### src/rtl/pixel_frame_bitplane_decoder_macros.svh
// Assertion shorthands shared by the decoder modules.
`ifndef PIXEL_FRAME_BITPLANE_DECODER_MACROS_SVH
`define PIXEL_FRAME_BITPLANE_DECODER_MACROS_SVH

// Same-cycle implication, disabled while reset is high.
`define PFBD_ASSERT_IMP(lbl, clk, rst, ante, cons, msg) \
   lbl: assert property (@(posedge clk) disable iff (rst) (ante) |-> (cons)) else $error(msg);

// Next-cycle implication, disabled while reset is high.
`define PFBD_ASSERT_NXT(lbl, clk, rst, ante, cons, msg) \
   lbl: assert property (@(posedge clk) disable iff (rst) (ante) |=> (cons)) else $error(msg);

`endif

### src/rtl/pfbd_pkg.sv
`timescale 1ns / 1ps

package pfbd_pkg;

   localparam int PIXELS        = 16;
   localparam int PIX_W         = 16;
   localparam int PIX_IDX_W     = 4;
   localparam int FRAME_BYTES   = 40;
   localparam int PLANE_BYTES   = 32;
   localparam int HEADER_BYTES  = 8;
   localparam int FOOTER_BYTES  = 16;
   localparam int FOOTER_MATCH  = 3;
   localparam int FRAME_NUM_W   = 27;
   localparam int EVENT_NUM_W   = 32;
   localparam int LENGTH_W      = 32;

   localparam logic [15:0] TRAILER_MID = 16'hFEFE;
   localparam logic [15:0] TRAILER_END = 16'hAEAE;

   localparam logic [63:0] PIXEL_MAP_RESET = 64'hFEDC_BA98_7654_3210;

   // Configuration register indexes.
   localparam int CSR_INDEX_W = 2;
   localparam logic [CSR_INDEX_W-1:0] REG_PIXEL_MAP      = 2'd0;
   localparam logic [CSR_INDEX_W-1:0] REG_HEADER_PATTERN = 2'd1;
   localparam logic [CSR_INDEX_W-1:0] REG_FOOTER_PATTERN = 2'd2;

   // Frame queue between the parser and the result serializer.
   localparam int QUEUE_DEPTH = 2;
   localparam int QUEUE_PTR_W = $clog2(QUEUE_DEPTH);
   localparam int QUEUE_CNT_W = $clog2(QUEUE_DEPTH + 1);

   typedef logic [PIXELS-1:0][PIX_W-1:0] pixel_vec_type;

   typedef struct packed {
      pixel_vec_type            pixels;
      logic [FRAME_NUM_W-1:0]   frame_number;
      logic [EVENT_NUM_W-1:0]   event_number;
      logic                     trailer_ok;
      logic                     header_ok;
      logic                     final_frame;
   } frame_rec_type;

   typedef struct packed {
      logic          valid;
      frame_rec_type rec;
   } queue_push_type;

   typedef struct packed {
      logic full;
      logic empty;
   } queue_stat_type;

endpackage

### src/rtl/pfbd_if.sv
`timescale 1ns / 1ps

// Byte request channel.
interface pfbd_req_if;
   logic       valid;
   logic       ready;
   logic [7:0] data_byte;

   modport source (output valid, output data_byte, input ready);
   modport sink   (input valid, input data_byte, output ready);
endinterface

// Pixel result channel.
interface pfbd_rsp_if;
   logic                                 valid;
   logic                                 ready;
   logic [pfbd_pkg::PIX_IDX_W-1:0]       pixel_index;
   logic [pfbd_pkg::PIX_W-1:0]           pixel_value;
   logic [pfbd_pkg::FRAME_NUM_W-1:0]     frame_number;
   logic [pfbd_pkg::EVENT_NUM_W-1:0]     event_number;
   logic                                 trailer_ok;
   logic                                 header_ok;
   logic                                 final_frame;
   logic                                 last;

   modport source (output valid, output pixel_index, output pixel_value,
                   output frame_number, output event_number, output trailer_ok,
                   output header_ok, output final_frame, output last,
                   input ready);
   modport sink   (input valid, input pixel_index, input pixel_value,
                   input frame_number, input event_number, input trailer_ok,
                   input header_ok, input final_frame, input last,
                   output ready);
endinterface

### src/rtl/pfbd_front.sv
`timescale 1ns / 1ps
`include "pixel_frame_bitplane_decoder_macros.svh"

// Stream parser: header, payload frames with bit-plane accumulation,
// footer lookahead and footer skip. Hands finished frames to the queue.
module pfbd_front (
   input  logic                                clock,
   input  logic                                reset,
   pfbd_req_if.sink                            req_bus,
   input  logic                                csr_we,
   input  logic [pfbd_pkg::CSR_INDEX_W-1:0]    csr_index,
   input  logic [63:0]                         csr_wdata,
   input  pfbd_pkg::queue_stat_type            stat,
   output pfbd_pkg::queue_push_type            push
);

   typedef enum logic [1:0] {
      PH_HEADER,
      PH_PAYLOAD,
      PH_LOOK,
      PH_SKIP
   } phase_type;

   phase_type                                  phase_ff, phase_in;
   logic [2:0]                                 hpos_ff, hpos_in;
   logic [23:0]                                len_ff, len_in;
   logic [pfbd_pkg::LENGTH_W-1:0]              rem_ff, rem_in;
   logic [5:0]                                 fbyte_ff, fbyte_in;
   logic [pfbd_pkg::FRAME_NUM_W-1:0]           findex_ff, findex_in;
   logic [pfbd_pkg::EVENT_NUM_W-1:0]           ecount_ff, ecount_in;
   pfbd_pkg::pixel_vec_type                    acc_ff, acc_in;
   logic                                       hmatch_ff, hmatch_in;
   logic [7:0]                                 thigh_ff, thigh_in;
   logic [15:0]                                look_ff, look_in;
   logic                                       fin_ff, fin_in;

   logic [pfbd_pkg::PIXELS-1:0][3:0]           cfg_map_ff;
   logic [23:0]                                cfg_header_ff;
   logic [23:0]                                cfg_footer_ff;

   logic                                       req_fire;
   logic                                       frame_end_now;
   logic                                       frame_active;
   logic                                       hdr_eq;
   logic [pfbd_pkg::LENGTH_W-1:0]              full_len;
   logic [23:0]                                three;
   logic [3:0]                                 plane;
   logic [3:0]                                 bit_cnt [pfbd_pkg::PIXELS];
   pfbd_pkg::pixel_vec_type                    acc_sum;
   logic [15:0]                                trailer_want;

   assign frame_end_now = (phase_ff == PH_PAYLOAD)
                        && (fbyte_ff == 6'(pfbd_pkg::FRAME_BYTES - 1));
   // Only a frame-closing byte needs a free queue slot.
   assign req_bus.ready = !(stat.full && frame_end_now);
   assign req_fire      = req_bus.valid && req_bus.ready;

   // A frame starts only when a whole frame remains in the payload.
   assign frame_active = (fbyte_ff != 6'd0)
                       || (rem_ff >= pfbd_pkg::LENGTH_W'(pfbd_pkg::FRAME_BYTES));

   assign hdr_eq   = (req_bus.data_byte == cfg_header_ff[{hpos_ff[1:0], 3'b000} +: 8]);
   assign full_len = {req_bus.data_byte, len_ff};
   assign three    = {req_bus.data_byte, look_ff};
   assign plane    = ~fbyte_ff[4:1];

   // Each slot bit of the byte adds its plane weight to the mapped pixel.
   always_comb begin
      for (int p = 0; p < pfbd_pkg::PIXELS; p++) begin
         bit_cnt[p] = 4'd0;
         for (int d = 0; d < 8; d++) begin
            if (req_bus.data_byte[d]
                && (cfg_map_ff[{fbyte_ff[0], 3'(d)}] == 4'(p))) begin
               bit_cnt[p] = bit_cnt[p] + 4'd1;
            end
         end
         acc_sum[p] = acc_ff[p] + (16'(bit_cnt[p]) << plane);
      end
   end

   assign trailer_want = fin_ff ? pfbd_pkg::TRAILER_END : pfbd_pkg::TRAILER_MID;

   always_comb begin
      push.valid            = req_fire && frame_end_now;
      push.rec.pixels       = acc_ff;
      push.rec.frame_number = findex_ff;
      push.rec.event_number = ecount_ff;
      push.rec.trailer_ok   = ({thigh_ff, req_bus.data_byte} == trailer_want);
      push.rec.header_ok    = hmatch_ff;
      push.rec.final_frame  = fin_ff;
   end

   always_comb begin
      phase_in  = phase_ff;
      hpos_in   = hpos_ff;
      len_in    = len_ff;
      rem_in    = rem_ff;
      fbyte_in  = fbyte_ff;
      findex_in = findex_ff;
      ecount_in = ecount_ff;
      acc_in    = acc_ff;
      hmatch_in = hmatch_ff;
      thigh_in  = thigh_ff;
      look_in   = look_ff;
      fin_in    = fin_ff;
      if (req_fire) begin
         case (phase_ff)
            PH_HEADER: begin
               if (hpos_ff < 3'd3) begin
                  hmatch_in = (hpos_ff == 3'd0) ? hdr_eq : (hmatch_ff & hdr_eq);
               end
               case (hpos_ff)
                  3'd4:    len_in[7:0]   = req_bus.data_byte;
                  3'd5:    len_in[15:8]  = req_bus.data_byte;
                  3'd6:    len_in[23:16] = req_bus.data_byte;
                  default: ;
               endcase
               if (hpos_ff == 3'(pfbd_pkg::HEADER_BYTES - 1)) begin
                  hpos_in   = 3'd0;
                  rem_in    = full_len;
                  fbyte_in  = 6'd0;
                  findex_in = '0;
                  acc_in    = '0;
                  if (full_len == '0) begin
                     ecount_in = ecount_ff + 1'b1;
                     phase_in  = PH_LOOK;
                  end else begin
                     phase_in = PH_PAYLOAD;
                  end
               end else begin
                  hpos_in = hpos_ff + 3'd1;
               end
            end
            PH_PAYLOAD: begin
               if (frame_active) begin
                  if (fbyte_ff == 6'd0) begin
                     fin_in = (rem_ff < pfbd_pkg::LENGTH_W'(2 * pfbd_pkg::FRAME_BYTES));
                  end
                  if (fbyte_ff < 6'(pfbd_pkg::PLANE_BYTES)) begin
                     acc_in = acc_sum;
                  end
                  if (fbyte_ff == 6'(pfbd_pkg::FRAME_BYTES - 2)) begin
                     thigh_in = req_bus.data_byte;
                  end
                  if (frame_end_now) begin
                     acc_in    = '0;
                     findex_in = findex_ff + 1'b1;
                     fbyte_in  = 6'd0;
                  end else begin
                     fbyte_in = fbyte_ff + 6'd1;
                  end
               end
               rem_in = rem_ff - 1'b1;
               if (rem_ff == pfbd_pkg::LENGTH_W'(1)) begin
                  ecount_in = ecount_ff + 1'b1;
                  phase_in  = PH_LOOK;
                  hpos_in   = 3'd0;
               end
            end
            PH_LOOK: begin
               if (hpos_ff < 3'd2) begin
                  if (hpos_ff == 3'd0) begin
                     look_in[7:0] = req_bus.data_byte;
                  end else begin
                     look_in[15:8] = req_bus.data_byte;
                  end
                  hpos_in = hpos_ff + 3'd1;
               end else if (three == cfg_footer_ff) begin
                  phase_in = PH_SKIP;
                  rem_in   = pfbd_pkg::LENGTH_W'(pfbd_pkg::FOOTER_BYTES
                                                 - pfbd_pkg::FOOTER_MATCH);
                  hpos_in  = 3'd0;
               end else begin
                  // The three bytes were really the start of the next header.
                  hmatch_in = (three == cfg_header_ff);
                  hpos_in   = 3'd3;
                  phase_in  = PH_HEADER;
               end
            end
            PH_SKIP: begin
               if (rem_ff <= pfbd_pkg::LENGTH_W'(1)) begin
                  rem_in    = '0;
                  hpos_in   = 3'd0;
                  hmatch_in = 1'b1;
                  phase_in  = PH_HEADER;
               end else begin
                  rem_in = rem_ff - 1'b1;
               end
            end
            default: phase_in = PH_HEADER;
         endcase
      end
   end

   always_ff @(posedge clock) begin
      if (reset) begin
         phase_ff      <= PH_HEADER;
         hpos_ff       <= 3'd0;
         len_ff        <= '0;
         rem_ff        <= '0;
         fbyte_ff      <= 6'd0;
         findex_ff     <= '0;
         ecount_ff     <= '0;
         acc_ff        <= '0;
         hmatch_ff     <= 1'b1;
         thigh_ff      <= 8'd0;
         look_ff       <= 16'd0;
         fin_ff        <= 1'b0;
         cfg_map_ff    <= pfbd_pkg::PIXEL_MAP_RESET;
         cfg_header_ff <= 24'd0;
         cfg_footer_ff <= 24'd0;
      end else begin
         phase_ff  <= phase_in;
         hpos_ff   <= hpos_in;
         len_ff    <= len_in;
         rem_ff    <= rem_in;
         fbyte_ff  <= fbyte_in;
         findex_ff <= findex_in;
         ecount_ff <= ecount_in;
         acc_ff    <= acc_in;
         hmatch_ff <= hmatch_in;
         thigh_ff  <= thigh_in;
         look_ff   <= look_in;
         fin_ff    <= fin_in;
         if (csr_we) begin
            case (csr_index)
               pfbd_pkg::REG_PIXEL_MAP:      cfg_map_ff    <= csr_wdata;
               pfbd_pkg::REG_HEADER_PATTERN: cfg_header_ff <= csr_wdata[23:0];
               pfbd_pkg::REG_FOOTER_PATTERN: cfg_footer_ff <= csr_wdata[23:0];
               default: ;
            endcase
         end
      end
   end

   `PFBD_ASSERT_IMP(a_acc_clear_between_frames, clock, reset, fbyte_ff == 6'd0, acc_ff == '0, "accumulators hold bits outside a frame")

endmodule

### src/rtl/pfbd_queue.sv
`timescale 1ns / 1ps
`include "pixel_frame_bitplane_decoder_macros.svh"

// Short frame queue between parser and serializer.
module pfbd_queue (
   input  logic                      clock,
   input  logic                      reset,
   input  pfbd_pkg::queue_push_type  push,
   input  logic                      pop,
   output pfbd_pkg::frame_rec_type   head,
   output pfbd_pkg::queue_stat_type  stat
);

   pfbd_pkg::frame_rec_type               entry_ff [pfbd_pkg::QUEUE_DEPTH];
   logic [pfbd_pkg::QUEUE_PTR_W-1:0]      wr_ptr_ff, wr_ptr_in;
   logic [pfbd_pkg::QUEUE_PTR_W-1:0]      rd_ptr_ff, rd_ptr_in;
   logic [pfbd_pkg::QUEUE_CNT_W-1:0]      count_ff, count_in;

   assign head       = entry_ff[rd_ptr_ff];
   assign stat.full  = (count_ff == pfbd_pkg::QUEUE_CNT_W'(pfbd_pkg::QUEUE_DEPTH));
   assign stat.empty = (count_ff == '0);

   always_comb begin
      wr_ptr_in = push.valid ? wr_ptr_ff + 1'b1 : wr_ptr_ff;
      rd_ptr_in = pop ? rd_ptr_ff + 1'b1 : rd_ptr_ff;
      count_in  = count_ff;
      if (push.valid && !pop) begin
         count_in = count_ff + 1'b1;
      end else if (!push.valid && pop) begin
         count_in = count_ff - 1'b1;
      end
   end

   always_ff @(posedge clock) begin
      if (reset) begin
         wr_ptr_ff <= '0;
         rd_ptr_ff <= '0;
         count_ff  <= '0;
      end else begin
         wr_ptr_ff <= wr_ptr_in;
         rd_ptr_ff <= rd_ptr_in;
         count_ff  <= count_in;
      end
      if (push.valid) begin
         entry_ff[wr_ptr_ff] <= push.rec;
      end
   end

   `PFBD_ASSERT_IMP(a_no_overflow, clock, reset, push.valid, !stat.full, "frame pushed into a full queue")
   `PFBD_ASSERT_IMP(a_no_underflow, clock, reset, pop, !stat.empty, "frame popped from an empty queue")
   `PFBD_ASSERT_NXT(a_push_visible, clock, reset, push.valid && !pop, !stat.empty, "pushed frame lost")

endmodule

### src/rtl/pfbd_back.sv
`timescale 1ns / 1ps

// Result serializer: the head frame yields sixteen pixel results,
// one per cycle while ready holds, via a registered output stage.
module pfbd_back (
   input  logic                      clock,
   input  logic                      reset,
   pfbd_rsp_if.source                rsp_bus,
   input  pfbd_pkg::frame_rec_type   head,
   input  pfbd_pkg::queue_stat_type  stat,
   output logic                      pop
);

   logic [pfbd_pkg::PIX_IDX_W-1:0]    idx_ff, idx_in;
   logic                              valid_ff, valid_in;
   logic [pfbd_pkg::PIX_IDX_W-1:0]    pix_idx_ff;
   logic [pfbd_pkg::PIX_W-1:0]        pix_val_ff;
   logic [pfbd_pkg::FRAME_NUM_W-1:0]  frame_num_ff;
   logic [pfbd_pkg::EVENT_NUM_W-1:0]  event_num_ff;
   logic                              trailer_ok_ff;
   logic                              header_ok_ff;
   logic                              final_ff;
   logic                              last_ff;
   logic                              load;
   logic                              idx_last;

   assign idx_last = (idx_ff == pfbd_pkg::PIX_IDX_W'(pfbd_pkg::PIXELS - 1));
   assign load     = !stat.empty && (!valid_ff || rsp_bus.ready);
   assign pop      = load && idx_last;

   always_comb begin
      idx_in   = load ? idx_ff + 1'b1 : idx_ff;
      valid_in = valid_ff;
      if (load) begin
         valid_in = 1'b1;
      end else if (rsp_bus.ready) begin
         valid_in = 1'b0;
      end
   end

   always_ff @(posedge clock) begin
      if (reset) begin
         idx_ff   <= '0;
         valid_ff <= 1'b0;
      end else begin
         idx_ff   <= idx_in;
         valid_ff <= valid_in;
      end
      if (load) begin
         pix_idx_ff    <= idx_ff;
         pix_val_ff    <= head.pixels[idx_ff];
         frame_num_ff  <= head.frame_number;
         event_num_ff  <= head.event_number;
         trailer_ok_ff <= head.trailer_ok;
         header_ok_ff  <= head.header_ok;
         final_ff      <= head.final_frame;
         last_ff       <= idx_last;
      end
   end

   assign rsp_bus.valid        = valid_ff;
   assign rsp_bus.pixel_index  = pix_idx_ff;
   assign rsp_bus.pixel_value  = pix_val_ff;
   assign rsp_bus.frame_number = frame_num_ff;
   assign rsp_bus.event_number = event_num_ff;
   assign rsp_bus.trailer_ok   = trailer_ok_ff;
   assign rsp_bus.header_ok    = header_ok_ff;
   assign rsp_bus.final_frame  = final_ff;
   assign rsp_bus.last         = last_ff;

endmodule

### src/rtl/pixel_frame_bitplane_decoder.sv
`timescale 1ns / 1ps

// Channel    Direction  Carries
// req_bus    in         one readout byte per request (data_byte)
// rsp_bus    out        one pixel result per transfer (index, value, frame info)
// csr_*      in         register writes: pixel map, header and footer patterns
//
// The parser takes one request per cycle unless a stall holds ready low.
// Each whole frame of 40 bytes yields 16 results, sent one per cycle by the
// serializer while rsp_bus ready is high; a finished frame passes through
// the queue and then the output register before its first result is offered.
// Reset is synchronous and active high; it clears the control registers
// but not the queue entries or result data registers; no clearing pass follows.
// Requests stall only when the two-frame queue is full and the next byte
// would close a frame; the result side stalls on its own ready alone.

// The decoder splits into three parts. The front parses the stream: it
// matches the header, assembles the little-endian payload length, folds
// each plane byte of a frame into sixteen pixel accumulators through the
// pixel map, checks the trailer and then looks ahead for a footer. A
// finished frame is pushed as one record into a short queue. The back pops
// records and serializes them into pixel results through an output register.
module pixel_frame_bitplane_decoder (
   input  logic                               clock,
   input  logic                               reset,
   pfbd_req_if.sink                           req_bus,
   pfbd_rsp_if.source                         rsp_bus,
   input  logic                               csr_we,
   input  logic [pfbd_pkg::CSR_INDEX_W-1:0]   csr_index,
   input  logic [63:0]                        csr_wdata
);

   pfbd_pkg::queue_push_type  push;
   pfbd_pkg::queue_stat_type  stat;
   pfbd_pkg::frame_rec_type   head;
   logic                      pop;

   // Parser with configuration registers and pixel accumulators.
   pfbd_front u_front (
      .clock     (clock),
      .reset     (reset),
      .req_bus   (req_bus),
      .csr_we    (csr_we),
      .csr_index (csr_index),
      .csr_wdata (csr_wdata),
      .stat      (stat),
      .push      (push)
   );

   // Frame records wait here so the parser keeps taking bytes while
   // results of an earlier frame are still going out.
   pfbd_queue u_queue (
      .clock (clock),
      .reset (reset),
      .push  (push),
      .pop   (pop),
      .head  (head),
      .stat  (stat)
   );

   // Serializer that walks pixels 0 to 15 of the head record.
   pfbd_back u_back (
      .clock   (clock),
      .reset   (reset),
      .rsp_bus (rsp_bus),
      .head    (head),
      .stat    (stat),
      .pop     (pop)
   );

endmodule
### src/flat_wrapper.sv
// flat-port wrapper written by rule: the top's interface ports become plain ports
module pixel_frame_bitplane_decoder_flat 
  (clock, reset, csr_we, csr_index, csr_wdata, req_bus_valid, req_bus_data_byte, req_bus_ready, rsp_bus_valid, rsp_bus_pixel_index, rsp_bus_pixel_value, rsp_bus_frame_number, rsp_bus_event_number, rsp_bus_trailer_ok, rsp_bus_header_ok, rsp_bus_final_frame, rsp_bus_last, rsp_bus_ready);
  pfbd_req_if req_bus_i ();
  pfbd_rsp_if rsp_bus_i ();
  input  logic clock;
  input  logic reset;
  input  logic csr_we;
  input  logic [pfbd_pkg::CSR_INDEX_W-1:0] csr_index;
  input  logic [63:0] csr_wdata;
  input wire logic [$bits(req_bus_i.valid)-1:0] req_bus_valid;
  input wire logic [$bits(req_bus_i.data_byte)-1:0] req_bus_data_byte;
  output wire logic [$bits(req_bus_i.ready)-1:0] req_bus_ready;
  output wire logic [$bits(rsp_bus_i.valid)-1:0] rsp_bus_valid;
  output wire logic [$bits(rsp_bus_i.pixel_index)-1:0] rsp_bus_pixel_index;
  output wire logic [$bits(rsp_bus_i.pixel_value)-1:0] rsp_bus_pixel_value;
  output wire logic [$bits(rsp_bus_i.frame_number)-1:0] rsp_bus_frame_number;
  output wire logic [$bits(rsp_bus_i.event_number)-1:0] rsp_bus_event_number;
  output wire logic [$bits(rsp_bus_i.trailer_ok)-1:0] rsp_bus_trailer_ok;
  output wire logic [$bits(rsp_bus_i.header_ok)-1:0] rsp_bus_header_ok;
  output wire logic [$bits(rsp_bus_i.final_frame)-1:0] rsp_bus_final_frame;
  output wire logic [$bits(rsp_bus_i.last)-1:0] rsp_bus_last;
  input wire logic [$bits(rsp_bus_i.ready)-1:0] rsp_bus_ready;
  assign req_bus_i.valid = req_bus_valid;
  assign req_bus_i.data_byte = req_bus_data_byte;
  assign req_bus_ready = req_bus_i.ready;
  assign rsp_bus_valid = rsp_bus_i.valid;
  assign rsp_bus_pixel_index = rsp_bus_i.pixel_index;
  assign rsp_bus_pixel_value = rsp_bus_i.pixel_value;
  assign rsp_bus_frame_number = rsp_bus_i.frame_number;
  assign rsp_bus_event_number = rsp_bus_i.event_number;
  assign rsp_bus_trailer_ok = rsp_bus_i.trailer_ok;
  assign rsp_bus_header_ok = rsp_bus_i.header_ok;
  assign rsp_bus_final_frame = rsp_bus_i.final_frame;
  assign rsp_bus_last = rsp_bus_i.last;
  assign rsp_bus_i.ready = rsp_bus_ready;
  pixel_frame_bitplane_decoder u_core (.clock(clock), .reset(reset), .req_bus(req_bus_i), .rsp_bus(rsp_bus_i), .csr_we(csr_we), .csr_index(csr_index), .csr_wdata(csr_wdata));
endmodule
### config.mk
export PLATFORM = sky130hd
export DESIGN_NAME = pixel_frame_bitplane_decoder_flat
export DESIGN_NICKNAME = d
export VERILOG_FILES = /design/src/rtl/pfbd_pkg.sv /design/src/rtl/pfbd_if.sv /design/src/rtl/pfbd_front.sv /design/src/rtl/pfbd_queue.sv /design/src/rtl/pfbd_back.sv /design/src/rtl/pixel_frame_bitplane_decoder.sv /design/src/flat_wrapper.sv
export VERILOG_INCLUDE_DIRS = /design/src /design/src/rtl
export SDC_FILE = /design/constraint.sdc
export NUM_CORES = 2
export LEC_CHECK = 0
export BUFFER_PORTS_ARGS = -buffer_cell sky130_fd_sc_hd__buf_2
export CAP_MARGIN = 20
export CORE_MARGIN = 1
export CORE_UTILIZATION = 35
export CTS_CLUSTER_SIZE = 24
export DETAILED_ROUTE_END_ITERATION = 16
export PLACE_DENSITY_LB_ADDON = 0.1
export RECOVER_POWER = 100
export SYNTH_ARGS = -nofsm -noshare
export SYNTH_HDL_FRONTEND = slang
export SYNTH_SLANG_ARGS = --single-unit
export TNS_END_PERCENT = 20
### constraint.sdc
create_clock -name clock -period 44.4 [get_ports clock]
set_input_delay 8.88 -clock clock [delete_from_list [all_inputs] [get_ports clock]]
set_output_delay 8.88 -clock clock [all_outputs]
set_load 0.01 [all_outputs]
==> flow_results.org <==
** Flow run
- Max-cap violations :: 23

** STA
- In the finished design, the share of the clock period the worst path needs comes to 55.2%.
- Fmax achieved :: 40.8 MHz
- The worst pin sits at a relative slew slack of -484%.
- Fin. Hold Viols :: 0
- Final setup fails :: 0
- In the final timing run, aggregate negative setup slack is 0 ns.
- Across the routed clock network, the largest skew measured is 0.0487 ns.
- Setup repair after global routing missed its margin :: no
- After layout, the minimum clock period comes to 24.52 ns.
- The count of final max-slew check failures is 1383.
- Measured slew at the worst slew-check pin :: 8.76 ns

** Yosys
- Synth Register Bits :: 1249
- Post-synth top flop :: edfxtp_1
- Post-synth EDFFs :: 719
- Post-Synthesis Cells :: 6674
- Number of synthesis warnings :: 0
- A synthesized cell averages 10.6 um^2.
- Unique masters post-synth :: 129
- Post-Synthesis Cell Area :: 0.0707 mm^2
- When the netlist entered floorplanning its net count stood at 7151.
- Sequential cells were found to cover 45.6% of the synthesized design area.
- Of all flip-flops after synthesis, the portion carrying an async set or reset was 0%.

** Global routing
- Summed over all layers, the global routing overflow is 0.
- First-pass GRT wire length :: 336 mm
- The initial antenna violation count was 8.
- Vias in the first global route :: 50.1k
- In the global route stage, overall resource usage came out at 22.0%.
- Entering global routing, the biggest net connects 143 pins.

** Clock tree
- TritonCTS built the clock tree.
- # resized after CTS :: 0
- Number of hold-repair buffers added at the cts stage :: 0
- CTS saw 1249 sinks.
- TritonCTS Buffers :: 146
- Buffer depth of the longest clock path :: 3
- Clock tree root driver cell :: clkbuf_16
- The clock tree synthesis step divided the H-tree into 4 levels.
- The later pin in the worst-skew pair is clocked with a latency of 0.82 ns.
- After clock tree synthesis, the clock-pin slew on the worst setup and hold paths is 0.06 ns.
- Buffer count from post-CTS setup fixing :: 0

** Setup path
- Arr. time, crit path :: 24.84 ns
- Peak fanout along the critical path :: 142
- Kind of capture point of the worst setup path :: flip-flop
- Startpoint class of the critical path :: primary input
- The cell that appears most often on the critical path is clkbuf_1.
- Number of cells on the worst reg-to-reg path :: 9
- Crit-path max cell delay :: 6.06 ns
- Reg-to-reg slack, setup :: 26.73 ns
- The startpoint identified for the worst register-to-register timing path is u_core.u_front.fbyte_ff[0]$_SDFFE_PP0P_.
- For this design, the slowest cell found on the critical path is clkbuf_1.
- Cells traversed along the worst timing path :: clkbuf_1, nand2_1, nor4_1, clkbuf_1, clkbuf_1, clkbuf_1
- The setup path with the least slack is of type in -> reg.
- Data on the critical path is required at its endpoint by 44.72 ns.
- Worst flop-to-flop path endpoint :: u_core.u_queue.entry_ff[0][256]$_DFFE_PP_

** Detailed routing
- After detailed routing, the wire length on met1 is 109 mm.
- The final layout contains routed wiring with a total length of 229 mm.
- Count of routing violations after the opening detailed-route iteration :: 4379
- In this run the remaining antenna-violating nets after routing total 0.
- Highest routed layer :: met4
- Via count :: 52.7k
- Wire segments on met2 add up to 103 mm in the final route.
- In the routed design, unresolved DRC markers number 0.
- Routed vias/inst :: 5.54
- First-pass DRT Iterations :: 5
- DR WL/cell :: 24.1 um
- Total length of routed met3 wires :: 11.7 mm

** Power
- For this design the static power due to leakage is 30.2 nW.
- In this run the power density over the cells is 32.2 mW/mm^2.
- Total Power :: 0.00255 W
- VDD sags by at most 0.0000370 V.

** Min path
- Along the worst hold path, the cell count comes to 0.
- The worst hold path terminates at u_core.u_queue.entry_ff[0][317]$_DFFE_PP_.
- Min-delay src :: u_core.u_front.push[317]$_SDFFE_PP0P_
- The path class of the tightest hold or removal check is reg -> reg.

** Status
- Violated checks :: capacitance limit, slew limit
- Run status :: finished with violations

** Die
- Once the floorplan was initialized, standard cells occupied 35.3% of the core.
- Total Die Area :: 0.204 mm^2
- For this design the top-level I/O count stands at 164.
- Number of rows in the core area :: 164
- Horizontal extent of the die :: 451 um
- The die is 451 um tall.
- Area inside the core boundary :: 0.200 mm^2

** Placed design
- Port buffer count :: 163
- Global placement routability congestion :: 0.907
- Detailed Place HPWL :: 162 mm

** Cells and area
- In the final design database the tool counted 7210 nets.
- Share of cells above drive strength 1 :: 10.9%
- Number of filler cells placed in the layout :: 19.7k
- Area added between synthesis and finish :: 11.7%
[stage by stage]
step | hold slack, ns | instance area [um^2] | setup slack, ns | std cells | util (%)
after floorplan | 0.406 | 70700 | 3.81 | 6674 | -
after global placement | 0.433 | 74200 | 26.99 | 9238 | 37.1
after detailed placement | 0.454 | 74200 | 26.91 | 9239 | 37.1
after CTS | 0.458 | 79200 | 27.74 | 9506 | 39.6
after global routing | 0.484 | 78900 | 18.20 | 9509 | 39.4
final | 0.460 | 78900 | 19.88 | 9510 | 39.4
[layer usage]
layer	GRT usage (%)	vias to the layer above
li1	-	24868
met1	31.6	26096
met2	34.4	1411
met3	2.99	296
met4	5.95	0
met5	0	-
[cells in the mapped netlist, types with 167 or more instances]
cell type | number | area share [%]
dfxtp_1 | 530 | 15
nand2_1 | 617 | 3.3
xor2_1 | 215 | 2.7
clkbuf_1 | 280 | 1.5
edfxtp_1 | 719 | 31
a21oi_1 | 349 | 2.5
ha_1 | 382 | 6.8
nor2_1 | 808 | 4.3
inv_1 | 193 | 1.0
a22oi_1 | 255 | 2.7
xnor2_1 | 277 | 3.4
o21ai_0 | 167 | 1.2
[flip-flops by register name, indices dropped and copies added (netlist names), 8 cells and up, named ones only]
register,cells
u_core.u_front.len_ff,24
u_core.u_front.findex_ff,27
u_core.u_front.cfg_footer_ff,24
u_core.u_front.cfg_header_ff,24
u_core.u_front.thigh_ff,8
u_core.u_back.rsp_bus.event_number,32
u_core.u_front.push,256
u_core.u_front.rem_ff,32
u_core.u_front.cfg_map_ff,64
u_core.u_front.ecount_ff,32
u_core.u_back.rsp_bus.pixel_value,16
u_core.u_queue.entry_ff,636
u_core.u_front.look_ff,16
u_core.u_back.rsp_bus.frame_number,27
[layout make-up]
cell class,instances,area (um^2),area share (%)
Clock buffer,192,4000,5.07
Sequential cell,1249,32200,40.8
Antenna cell,2,5.00,0.00634
Inverter,198,743,0.942
Clock inverter,75,992,1.26
Tap cell,2656,3320,4.21
Multi-Input combinational cell,4893,36400,46.1
Timing Repair Buffer,245,1270,1.61
[worst max-delay path by stage]
stage / startpoint / cells past startpoint / endpoint / slack (ns)
after global placement: req_bus_data_byte[2] / 32 / u_core.u_front.push[109]$_SDFFE_PP0P_ / 26.99
after floorplan: req_bus_valid / 2 / u_core.u_queue.entry_ff[0][0]$_DFFE_PP_ / 3.81
after CTS: req_bus_data_byte[2] / 33 / u_core.u_front.push[108]$_SDFFE_PP0P_ / 27.74
after detailed placement: req_bus_data_byte[2] / 33 / u_core.u_front.push[108]$_SDFFE_PP0P_ / 26.91
final: req_bus_valid / 6 / u_core.u_queue.entry_ff[0][256]$_DFFE_PP_ / 19.88
after global routing: req_bus_valid / 6 / u_core.u_queue.entry_ff[0][255]$_DFFE_PP_ / 18.20
[report_power, final]
group / internal [W] / leakage [nW] / total [W] / switching (W)
Combinational: 0.0000272 / 16.4 / 0.0000862 / 0.0000590
Clock: 0.000720 / 2.40 / 0.00124 / 0.000515
Sequential: 0.00121 / 11.5 / 0.00122 / 0.00000831
[critical path: cells and delay by family]
| family | cells | cell delay [ns] |
|---|---|---|
| buf+inv | 4 | 14.55 |
| simple gates | 2 | 1.25 |
[cells by family after synthesis]
family	count (synthesis)	share of synthesized area [%]
simple gates	2200	14.7
compound gates	1395	13.8
flops	1249	45.6
xor+xnor	539	7.49
buf+inv	532	3.02
fa+ha+maj	398	7.22
mux	361	8.26
[cell usage in the layout, fill, tap and decap left out, drive strengths merged, types with 21 or more instances in the layout]
master,instances
a31oi,33
a21o,96
clkbuf,303
dfxtp,530
mux2,117
nand3,134
o211ai,32
inv,200
nor3b,32
a22oi,263
or3,46
nand2,619
o21bai,63
o21ai,175
nor2,809
nor2b,25
a22o,26
nor3,127
mux4,162
nand2b,26
a221oi,38
xnor2,290
buf,134
xor2,218
and3b,21
edfxtp,719
xnor3,22
ha,382
nand4,62
o22ai,92
nand3b,62
a21oi,351
and2,42
mux2i,82
nor4,52
o221ai,36
or2,21
and3,43
clkinv,50
Power figures use the tool's default switching activity.
